**src/rtl/ssbv_pkg.sv**
```systemverilog
// Shared types, constants and the control store of the stereo post-processor.
package ssbv_pkg;

	localparam int SAMPLE_W   = 16;
	localparam int X_W        = 17;
	localparam int Y_W        = 17;
	localparam int GAIN_W     = 17;
	localparam int B_W        = 18;
	localparam int Q_SHIFT    = 16;
	localparam int MID_SHIFT  = 15;
	localparam int ADDR_W     = 4;
	localparam int DATA_W     = 32;
	localparam int SAMPLE_MIN = -32768;
	localparam int SAMPLE_MAX = 32767;

	localparam logic [GAIN_W-1:0]     Q16_ONE   = 17'h10000;
	localparam logic signed [B_W-1:0] ALPHA_NUM = 18'sd3277;
	localparam logic signed [B_W-1:0] DRY_NUM   = 18'sd52429;

	typedef enum logic [1:0] {
		REG_SURROUND = 2'd0,
		REG_BASS     = 2'd1,
		REG_VOLUME   = 2'd2
	} reg_idx_t;

	typedef logic [3:0] step_t;

	localparam step_t STEP_WAIT = 4'd0;
	localparam step_t STEP_SURR = 4'd1;
	localparam step_t STEP_DIFF = 4'd2;
	localparam step_t STEP_MLO  = 4'd3;
	localparam step_t STEP_MHI  = 4'd4;
	localparam step_t STEP_ACC  = 4'd5;
	localparam step_t STEP_UPD  = 4'd6;
	localparam step_t STEP_MIX  = 4'd7;
	localparam step_t STEP_BASS = 4'd8;
	localparam step_t STEP_GAIN = 4'd9;
	localparam step_t STEP_OUT  = 4'd10;

	typedef enum logic [1:0] {A_DLO, A_DHI, A_X, A_Y} asel_t;
	typedef enum logic [1:0] {B_ALPHA, B_DRY, B_GAIN} bsel_t;
	typedef enum logic [1:0] {ACC_HOLD, ACC_LOAD, ACC_ADD_HI, ACC_MIX} acc_op_t;
	typedef enum logic [1:0] {J_NONE, J_NO_SURR, J_NO_BASS, J_ALWAYS} jmp_t;

	typedef struct packed {
		logic    wait_in;
		logic    put_out;
		logic    ld_surr;
		logic    ld_diff;
		logic    mul_en;
		asel_t   a_sel;
		bsel_t   b_sel;
		acc_op_t acc_op;
		logic    ld_s;
		logic    ld_y;
		jmp_t    jmp;
		step_t   tgt;
	} ctl_t;

	typedef struct packed {
		logic in_valid;
		logic out_free;
		logic surround;
		logic bass;
	} cond_t;

	function automatic ctl_t ucode(input step_t step);
		ctl_t w;
		w = '0;
		case (step)
			STEP_WAIT: begin
				w.wait_in = 1'b1;
				w.jmp     = J_NO_SURR;
				w.tgt     = STEP_DIFF;
			end
			STEP_SURR: begin
				w.ld_surr = 1'b1;
			end
			STEP_DIFF: begin
				w.ld_diff = 1'b1;
				w.jmp     = J_NO_BASS;
				w.tgt     = STEP_GAIN;
			end
			STEP_MLO: begin
				w.mul_en = 1'b1;
				w.a_sel  = A_DLO;
				w.b_sel  = B_ALPHA;
			end
			STEP_MHI: begin
				w.mul_en = 1'b1;
				w.a_sel  = A_DHI;
				w.b_sel  = B_ALPHA;
				w.acc_op = ACC_LOAD;
			end
			STEP_ACC: begin
				w.mul_en = 1'b1;
				w.a_sel  = A_X;
				w.b_sel  = B_DRY;
				w.acc_op = ACC_ADD_HI;
			end
			STEP_UPD: begin
				w.ld_s = 1'b1;
			end
			STEP_MIX: begin
				w.acc_op = ACC_MIX;
			end
			STEP_BASS: begin
				w.ld_y = 1'b1;
			end
			STEP_GAIN: begin
				w.mul_en = 1'b1;
				w.a_sel  = A_Y;
				w.b_sel  = B_GAIN;
			end
			STEP_OUT: begin
				w.put_out = 1'b1;
				w.jmp     = J_ALWAYS;
				w.tgt     = STEP_WAIT;
			end
			default: begin
				w.jmp = J_ALWAYS;
				w.tgt = STEP_WAIT;
			end
		endcase
		return w;
	endfunction

endpackage

```
**src/rtl/ssbv_if.sv**
```systemverilog
// Sample pair channel interfaces, input and result side.
interface ssbv_in_if;
	logic                                valid;
	logic                                ready;
	logic signed [ssbv_pkg::SAMPLE_W-1:0] left_in;
	logic signed [ssbv_pkg::SAMPLE_W-1:0] right_in;

	modport source (output valid, output left_in, output right_in, input ready);
	modport sink (input valid, input left_in, input right_in, output ready);
endinterface

interface ssbv_out_if;
	logic                                valid;
	logic                                ready;
	logic signed [ssbv_pkg::SAMPLE_W-1:0] left_out;
	logic signed [ssbv_pkg::SAMPLE_W-1:0] right_out;

	modport source (output valid, output left_out, output right_out, input ready);
	modport sink (input valid, input left_out, input right_out, output ready);
endinterface

```
**src/rtl/stereo_surround_bass_volume.sv**
```systemverilog
// Top level: register port, sequencer, two channel lanes and the result register.
//
//   channel  role    handshake        payload
//   dry      input   valid / ready    left_in, right_in (signed 16)
//   wet      output  valid / ready    left_out, right_out (signed 16)
//   apb      config  psel / penable   surround_enable, bass_enable, volume_gain
//
// One item at a time: each pair runs through the microcode steps, and turning surround
// or bass boost off skips the steps that serve it; each lane owns one multiplier shared
// by the steps, which handles four products per pair with bass boost on.
// Reset sets surround and bass off, unity gain and both filter states to zero.
// A finished pair waits in the result register while the next pair is taken;
// the last step holds only while an earlier result is still untaken.
module stereo_surround_bass_volume #(
	parameter int FRAC_BITS = 16
) (
	input  logic                              clk,
	input  logic                              arst_n,
	input  logic                              psel,
	input  logic                              penable,
	input  logic                              pwrite,
	input  logic [ssbv_pkg::ADDR_W-1:0]       paddr,
	input  logic [ssbv_pkg::DATA_W-1:0]       pwdata,
	output logic [ssbv_pkg::DATA_W-1:0]       prdata,
	output logic                              pready,
	ssbv_in_if.sink                           dry,
	ssbv_out_if.source                        wet
);
	import ssbv_pkg::*;

	logic                     surround_q;
	logic                     bass_q;
	logic [GAIN_W-1:0]        volume_q;
	logic [GAIN_W-1:0]        gain_eff;
	reg_idx_t                 reg_idx;
	logic                     wr;

	ctl_t                     ctl;
	cond_t                    cond;
	logic                     go;

	logic signed [X_W-1:0]    lx;
	logic signed [X_W-1:0]    rx;
	logic signed [X_W:0]      pair_sum;
	logic signed [X_W:0]      pair_adj;
	logic signed [X_W-1:0]    mid;
	logic signed [SAMPLE_W-1:0] l_res;
	logic signed [SAMPLE_W-1:0] r_res;

	logic                     wet_valid_q;
	logic signed [SAMPLE_W-1:0] left_q;
	logic signed [SAMPLE_W-1:0] right_q;
	logic                     out_free;
	logic                     load_out;

	assign pready  = 1'b1;
	assign reg_idx = reg_idx_t'(paddr[ADDR_W-1:2]);
	assign wr      = psel && penable && pwrite && pready;

	always_ff @(posedge clk or negedge arst_n) begin
		if (!arst_n) begin
			surround_q <= 1'b0;
			bass_q     <= 1'b0;
			volume_q   <= Q16_ONE;
		end else if (wr) begin
			case (reg_idx)
				REG_SURROUND: surround_q <= pwdata[0];
				REG_BASS:     bass_q     <= pwdata[0];
				REG_VOLUME:   volume_q   <= pwdata[GAIN_W-1:0];
				default:      ;
			endcase
		end
	end

	always_comb begin
		case (reg_idx)
			REG_SURROUND: prdata = DATA_W'(surround_q);
			REG_BASS:     prdata = DATA_W'(bass_q);
			REG_VOLUME:   prdata = DATA_W'(volume_q);
			default:      prdata = '0;
		endcase
	end

	assign gain_eff = (volume_q > Q16_ONE) ? Q16_ONE : volume_q;

	assign out_free = !wet_valid_q || wet.ready;
	assign load_out = go && ctl.put_out;

	always_comb begin
		cond.in_valid = dry.valid;
		cond.out_free = out_free;
		cond.surround = surround_q;
		cond.bass     = bass_q;
	end

	ssbv_seq u_seq (
		.clk    (clk),
		.arst_n (arst_n),
		.cond   (cond),
		.ctl    (ctl),
		.go     (go)
	);

	always_comb begin
		pair_sum = lx + rx;
		pair_adj = pair_sum + $signed({1'b0, pair_sum[X_W]});
		mid      = $signed(pair_adj[X_W:1]);
	end

	ssbv_lane #(.FRAC_BITS(FRAC_BITS)) u_left (
		.clk        (clk),
		.arst_n     (arst_n),
		.ctl        (ctl),
		.go         (go),
		.sample_in  (dry.left_in),
		.mid        (mid),
		.gain       (gain_eff),
		.x          (lx),
		.sample_out (l_res)
	);

	ssbv_lane #(.FRAC_BITS(FRAC_BITS)) u_right (
		.clk        (clk),
		.arst_n     (arst_n),
		.ctl        (ctl),
		.go         (go),
		.sample_in  (dry.right_in),
		.mid        (mid),
		.gain       (gain_eff),
		.x          (rx),
		.sample_out (r_res)
	);

	always_ff @(posedge clk or negedge arst_n) begin
		if (!arst_n) begin
			wet_valid_q <= 1'b0;
		end else if (load_out) begin
			wet_valid_q <= 1'b1;
		end else if (wet.ready) begin
			wet_valid_q <= 1'b0;
		end
	end

	always_ff @(posedge clk) begin
		if (load_out) begin
			left_q  <= l_res;
			right_q <= r_res;
		end
	end

	assign dry.ready     = ctl.wait_in;
	assign wet.valid     = wet_valid_q;
	assign wet.left_out  = left_q;
	assign wet.right_out = right_q;

	a_one_in_flight: assert property (@(posedge clk) disable iff (!arst_n)
		dry.valid && dry.ready |=> !dry.ready)
		else $error("second pair taken while one is in progress");

	a_result_shown: assert property (@(posedge clk) disable iff (!arst_n)
		load_out |=> wet.valid)
		else $error("finished pair not presented");

	a_no_overwrite: assert property (@(posedge clk) disable iff (!arst_n)
		wet.valid && !wet.ready |-> !load_out)
		else $error("pending result overwritten");

endmodule

```
**src/rtl/ssbv_seq.sv**
```systemverilog
// Microcode sequencer: step counter, control store lookup and conditional jumps.
module ssbv_seq (
	input  logic           clk,
	input  logic           arst_n,
	input  ssbv_pkg::cond_t cond,
	output ssbv_pkg::ctl_t  ctl,
	output logic           go
);
	import ssbv_pkg::*;

	step_t step_q;
	step_t step_d;
	logic  take;

	always_comb begin
		ctl = ucode(step_q);
	end

	always_comb begin
		go = 1'b1;
		if (ctl.wait_in) begin
			go = cond.in_valid;
		end else if (ctl.put_out) begin
			go = cond.out_free;
		end
	end

	always_comb begin
		case (ctl.jmp)
			J_NONE:    take = 1'b0;
			J_NO_SURR: take = !cond.surround;
			J_NO_BASS: take = !cond.bass;
			J_ALWAYS:  take = 1'b1;
			default:   take = 1'b0;
		endcase
	end

	always_comb begin
		step_d = step_q;
		if (go) begin
			step_d = take ? ctl.tgt : step_t'(step_q + 1'b1);
		end
	end

	always_ff @(posedge clk or negedge arst_n) begin
		if (!arst_n) begin
			step_q <= STEP_WAIT;
		end else begin
			step_q <= step_d;
		end
	end

	a_step_range: assert property (@(posedge clk) disable iff (!arst_n)
		step_q <= STEP_OUT)
		else $error("step counter left the program");

	a_bass_skip: assert property (@(posedge clk) disable iff (!arst_n)
		go && ctl.jmp == J_NO_BASS && !cond.bass |=> step_q == STEP_GAIN)
		else $error("bass skip did not reach the gain step");

	a_wait_hold: assert property (@(posedge clk) disable iff (!arst_n)
		ctl.wait_in && !cond.in_valid |=> step_q == STEP_WAIT)
		else $error("sequencer left the wait step without a transfer");

endmodule

```
**src/rtl/ssbv_lane.sv**
```systemverilog
// One channel datapath: surround, one-pole bass filter, gain and saturation.
module ssbv_lane #(
	parameter int FRAC_BITS = 16
) (
	input  logic                                 clk,
	input  logic                                 arst_n,
	input  ssbv_pkg::ctl_t                        ctl,
	input  logic                                 go,
	input  logic signed [ssbv_pkg::SAMPLE_W-1:0] sample_in,
	input  logic signed [ssbv_pkg::X_W-1:0]      mid,
	input  logic        [ssbv_pkg::GAIN_W-1:0]   gain,
	output logic signed [ssbv_pkg::X_W-1:0]      x,
	output logic signed [ssbv_pkg::SAMPLE_W-1:0] sample_out
);
	import ssbv_pkg::*;

	localparam int SW   = FRAC_BITS + 17;
	localparam int DW   = FRAC_BITS + 18;
	localparam int HW   = DW - Q_SHIFT;
	localparam int AW   = (HW > X_W) ? HW : X_W;
	localparam int PW   = AW + B_W;
	localparam int ACW  = FRAC_BITS + 35;
	localparam int IW   = ACW - Q_SHIFT;
	localparam int YW   = ACW - FRAC_BITS - Q_SHIFT;
	localparam int FW   = PW - Q_SHIFT;

	logic signed [X_W-1:0] x_q;
	logic signed [SW-1:0]  s_q;
	logic signed [DW-1:0]  d_q;
	logic signed [PW-1:0]  p_q;
	logic signed [ACW-1:0] acc_q;
	logic signed [Y_W-1:0] y_q;

	logic signed [DW-1:0]  x_sh;
	logic signed [DW-1:0]  s_ext;
	logic signed [AW-1:0]  a_op;
	logic signed [B_W-1:0] b_op;
	logic signed [ACW-1:0] p_ext;
	logic signed [ACW-1:0] s_wide;
	logic signed [IW-1:0]  inc;
	logic signed [YW-1:0]  y_bass;
	logic signed [FW-1:0]  y_fin;

	assign x = x_q;

	always_comb begin
		x_sh  = DW'(x_q) <<< FRAC_BITS;
		s_ext = DW'(s_q);
	end

	always_comb begin
		case (ctl.a_sel)
			A_DLO:   a_op = AW'(d_q[Q_SHIFT-1:0]);
			A_DHI:   a_op = AW'($signed(d_q[DW-1:Q_SHIFT]));
			A_X:     a_op = AW'(x_q);
			A_Y:     a_op = AW'(y_q);
			default: a_op = '0;
		endcase
		case (ctl.b_sel)
			B_ALPHA: b_op = ALPHA_NUM;
			B_DRY:   b_op = DRY_NUM;
			B_GAIN:  b_op = B_W'(gain);
			default: b_op = '0;
		endcase
	end

	always_comb begin
		p_ext  = ACW'(p_q);
		s_wide = ACW'(s_q);
		inc    = $signed(acc_q[ACW-1:Q_SHIFT])
			+ $signed({1'b0, acc_q[ACW-1] & (|acc_q[Q_SHIFT-1:0])});
		y_bass = $signed(acc_q[ACW-1:FRAC_BITS+Q_SHIFT])
			+ $signed({1'b0, acc_q[ACW-1] & (|acc_q[FRAC_BITS+Q_SHIFT-1:0])});
		y_fin  = $signed(p_q[PW-1:Q_SHIFT])
			+ $signed({1'b0, p_q[PW-1] & (|p_q[Q_SHIFT-1:0])});
	end

	always_comb begin
		if (y_fin < SAMPLE_MIN) begin
			sample_out = SAMPLE_W'(SAMPLE_MIN);
		end else if (y_fin > SAMPLE_MAX) begin
			sample_out = SAMPLE_W'(SAMPLE_MAX);
		end else begin
			sample_out = y_fin[SAMPLE_W-1:0];
		end
	end

	always_ff @(posedge clk) begin
		if (go && ctl.wait_in) begin
			x_q <= {sample_in[SAMPLE_W-1], sample_in};
		end else if (go && ctl.ld_surr) begin
			x_q <= x_q - mid;
		end
		if (go && ctl.ld_diff) begin
			d_q <= x_sh - s_ext;
		end
		if (go && ctl.ld_diff) begin
			y_q <= x_q;
		end else if (go && ctl.ld_y) begin
			y_q <= y_bass[Y_W-1:0];
		end
		if (go && ctl.mul_en) begin
			p_q <= a_op * b_op;
		end
		if (go) begin
			case (ctl.acc_op)
				ACC_HOLD:   acc_q <= acc_q;
				ACC_LOAD:   acc_q <= p_ext;
				ACC_ADD_HI: acc_q <= (p_ext <<< Q_SHIFT) + acc_q;
				ACC_MIX:    acc_q <= (p_ext <<< FRAC_BITS) + (s_wide <<< MID_SHIFT);
				default:    acc_q <= acc_q;
			endcase
		end
	end

	always_ff @(posedge clk or negedge arst_n) begin
		if (!arst_n) begin
			s_q <= '0;
		end else if (go && ctl.ld_s) begin
			s_q <= s_q + inc[SW-1:0];
		end
	end

endmodule
```
**src/flat_wrapper.sv**
```systemverilog
// flat-port wrapper written by rule: the top's interface ports become plain ports
module stereo_surround_bass_volume_flat import ssbv_pkg::*;
#(
	parameter int FRAC_BITS = 16
)
  (clk, arst_n, psel, penable, pwrite, paddr, pwdata, prdata, pready, dry_valid, dry_left_in, dry_right_in, dry_ready, wet_valid, wet_left_out, wet_right_out, wet_ready);
  ssbv_in_if dry_i ();
  ssbv_out_if wet_i ();
  input  logic clk;
  input  logic arst_n;
  input  logic psel;
  input  logic penable;
  input  logic pwrite;
  input  logic [ssbv_pkg::ADDR_W-1:0] paddr;
  input  logic [ssbv_pkg::DATA_W-1:0] pwdata;
  output logic [ssbv_pkg::DATA_W-1:0] prdata;
  output logic pready;
  input wire logic [$bits(dry_i.valid)-1:0] dry_valid;
  input wire logic [$bits(dry_i.left_in)-1:0] dry_left_in;
  input wire logic [$bits(dry_i.right_in)-1:0] dry_right_in;
  output wire logic [$bits(dry_i.ready)-1:0] dry_ready;
  output wire logic [$bits(wet_i.valid)-1:0] wet_valid;
  output wire logic [$bits(wet_i.left_out)-1:0] wet_left_out;
  output wire logic [$bits(wet_i.right_out)-1:0] wet_right_out;
  input wire logic [$bits(wet_i.ready)-1:0] wet_ready;
  assign dry_i.valid = dry_valid;
  assign dry_i.left_in = dry_left_in;
  assign dry_i.right_in = dry_right_in;
  assign dry_ready = dry_i.ready;
  assign wet_valid = wet_i.valid;
  assign wet_left_out = wet_i.left_out;
  assign wet_right_out = wet_i.right_out;
  assign wet_i.ready = wet_ready;
  stereo_surround_bass_volume #(.FRAC_BITS(FRAC_BITS)) u_core (.clk(clk), .arst_n(arst_n), .psel(psel), .penable(penable), .pwrite(pwrite), .paddr(paddr), .pwdata(pwdata), .prdata(prdata), .pready(pready), .dry(dry_i), .wet(wet_i));
endmodule
```
**config.mk**
```make
export PLATFORM = sky130hd
export DESIGN_NAME = stereo_surround_bass_volume_flat
export DESIGN_NICKNAME = d
export VERILOG_FILES = /design/src/rtl/ssbv_pkg.sv /design/src/rtl/ssbv_if.sv /design/src/rtl/stereo_surround_bass_volume.sv /design/src/rtl/ssbv_seq.sv /design/src/rtl/ssbv_lane.sv /design/src/flat_wrapper.sv
export SDC_FILE = /design/constraint.sdc
export NUM_CORES = 2
export LEC_CHECK = 0
export BUFFER_PORTS_ARGS = -buffer_cell sky130_fd_sc_hd__buf_2
export CAP_MARGIN = 20
export CORE_MARGIN = 2
export CORE_UTILIZATION = 25
export DETAILED_ROUTE_END_ITERATION = 8
export PLACE_DENSITY = 0.47
export RECOVER_POWER = 100
export SKIP_CTS_REPAIR_TIMING = 1
export SYNTH_ARGS = -nofsm -noshare
export SYNTH_HDL_FRONTEND = slang
export SYNTH_HIERARCHICAL = 1
export SYNTH_SLANG_ARGS = --single-unit
```
**constraint.sdc**
```tcl
create_clock -name clk -period 9.59 [get_ports clk]
set_input_delay 0.4795 -clock clk [delete_from_list [all_inputs] [get_ports clk]]
set_output_delay 0.4795 -clock clk [all_outputs]
set_load 0.05 [all_outputs]
```
==> results.tsv <==
stage	metric	value	unit
die	ioPinCount	142	
run_status	violations	max-capacitance violations, max-slew violations	
layout	layout-drive-gt1-share	7.389	%
die	die_width	469.6	um
timing	min_period_over_period	94.11	%
cts	clk_root_buffer_cell	clkbuf_16	
route	num_vias	41411	
cts	cts.path.max_buffers	3	
die	floorplan.initialDensity	25.20	%
timing	clock.fmax	0.1108	GHz
timing	hold_slack	0.03648	ns
global_routing	antenna_violations_before_repair	10	
worst_setup_path	setup.worst_path.end_class	register	
route	drt-total-wl	172.9	mm
worst_setup_path	timing.critical_path.slowest_cell_delay	0.78	ns
run_status	outcome	finished with violations	
worst_setup_path	regToRegSetupSlack	0.57	ns
worst_setup_path	critical_path.max_fanout	45	
worst_setup_path	crit_top_cell	fa_1	
place	weighted_congestion_reported_at_the_end_of_routability_driven_placement	0.8818	
cts	cts_made_buffers	54	
route	vias_per_cell	4.686	
global_routing	first_global_vias	43038	
place	dp.final_hpwl	141.0	mm
worst_setup_path	timing.setup.critical_path_class	register to register	
worst_setup_path	crit_path_top_delay_cell	mux4_2	
place	placed_area	0.05838	mm^2
worst_setup_path	worstSetupStartpointType	register	
flow_run	maxCapViolCount	14	
synthesis	avgSynthCellArea	9.260	um^2
synthesis	synthCells	5852	
synthesis	ys.warnings.count	6	
timing	timing.final.hold_violations	0	
layout	finalNetCount	7064	
layout	post-route-cell-area	0.06017	mm^2
die	die_area	0.2205	mm^2
die	coreArea	0.2150	mm^2
layout	most_common_cell_after_layout_fill_and_taps_aside	inv_1	
cts	h_tree_depth	2	
global_routing	grt_remaining_overflow	0	
route	post-route-drc-count	0	
hold_path	min-delay-path-class	primary input to register	
layout	synthToLayoutAreaGrowth	11.03	%
cts	clkSlewWorstSetupHoldPaths	0.06	ns
timing	setup-violations-final	0	
cts	clock_latency	0.69	ns
timing	period_minus_slack	9.025	ns
route	postRouteAntennaNets	0	
timing	finalSetupTns	0	ns
layout	layout_common_cells	970 x inv_1, 632 x nand2_1, 630 x fa_1	
route	dr.pass1.iters	5	
die	die_height	469.6	um
timing	final-max-slew-violation-count	708	
route	post_drt_wl_per_cell	19.56	um
global_routing	pin_count_of_the_biggest_net_entering_global_routing	68	
timing	timing.max_slew.rel_slack	-122.8	%
synthesis	syn-cell-area	0.05419	mm^2
global_routing	grt_first_pass_wirelength	264.8	mm
route	initialDrtViolationCount	2725	
timing	worst_pin_slew	3.342	ns
worst_setup_path	required	10.00	ns
place	port_buffer_count	108	
global_routing	grt.total_usage	15.59	%
cts	cts_num_sinks	432	
cts	clock_tree_from_tritoncts	built	
timing	clock-skew-final	0.05832	ns
worst_setup_path	cp.arrival	9.43	ns
die	placement_rows	170	
timing	rsz_0062_raised_after_global_routing	false	
-- stage by stage --
stage | setup slack, ns | utilization (%) | cells
floorplan | 0.9608 | - | 5866
global placement | 0.4671 | 27.15 | 8725
detailed placement | 0.4075 | 27.15 | 8725
CTS | 0.3506 | 28.03 | 8827
global route | 0.03261 | 27.98 | 8834
finish | 0.5653 | 27.98 | 8837
-- worst max-delay path, delay by kind of cell (launching register included) --
kind / cells / cell delay (ns)
flip-flops: 1 / 0.51
buffers and inverters: 6 / 0.75
AND/OR/NAND/NOR: 7 / 1.63
AO/OA/AOI/OAI: 7 / 1.62
multiplexers: 1 / 0.78
adder cells (fa/ha/maj): 7 / 3.40
-- metal layers --
metal | vias to the layer above | global-route usage (%) | wire [um]
met3 | 187 | 1.931 | 8920
met5 | - | 0 | 0
li1 | 19507 | - | -
met1 | 20785 | 20.53 | 75240
met2 | 932 | 26.55 | 83200
met4 | 0 | 4.763 | 5494
-- cell type report --
class / count / area (um^2)
antenna: 4 / 10.01
clock buffer: 68 / 1485
clock inverter: 34 / 424.2
fill: 22920 / 154900
inverter: 971 / 3645
multi-input combinational: 4270 / 37260
sequential: 432 / 12520
tap: 2838 / 3551
timing repair buffer: 220 / 1277
-- path summary, 6_finish.rpt --
kind,cells past startpoint,to,from
min in group asynchronous,2,u_core/u_left/s_q[13]$_DFFE_PN0P_,arst_n
setup reg to reg,28,u_core/u_right/p_q[34]$_DFFE_PP_,u_core/u_seq/step_q[2]$_DFFE_PN0P_
max in group asynchronous,4,u_core/volume_q[13]$_DFFE_PN0P_,arst_n
setup / recovery,28,u_core/u_right/p_q[34]$_DFFE_PP_,u_core/u_seq/step_q[2]$_DFFE_PN0P_
hold reg to reg,2,u_core/u_left/s_q[17]$_DFFE_PN0P_,u_core/u_left/s_q[17]$_DFFE_PN0P_
hold / removal,2,u_core/volume_q[6]$_DFFE_PN0P_,pwdata[6]
-- sequential cells by signal (all words and copies together) (netlist names) --
register	cells
u_core/bass_q	1
u_core/surround_q	1
u_core/u_left/acc_q	51
u_core/u_left/d_q	34
u_core/u_left/p_q	36
u_core/u_left/s_q	33
u_core/u_left/x	17
u_core/u_left/y_q	17
u_core/u_right/acc_q	51
u_core/u_right/d_q	34
u_core/u_right/p_q	36
u_core/u_right/s_q	33
u_core/u_right/x	17
u_core/u_right/y_q	17
u_core/u_seq/step_q	4
u_core/volume_q	17
u_core/wet.left_out	16
u_core/wet.right_out	16
u_core/wet.valid	1
Power is not shown: default switching activity piles up to over one toggle a cycle in this logic, so the estimate is an artifact.
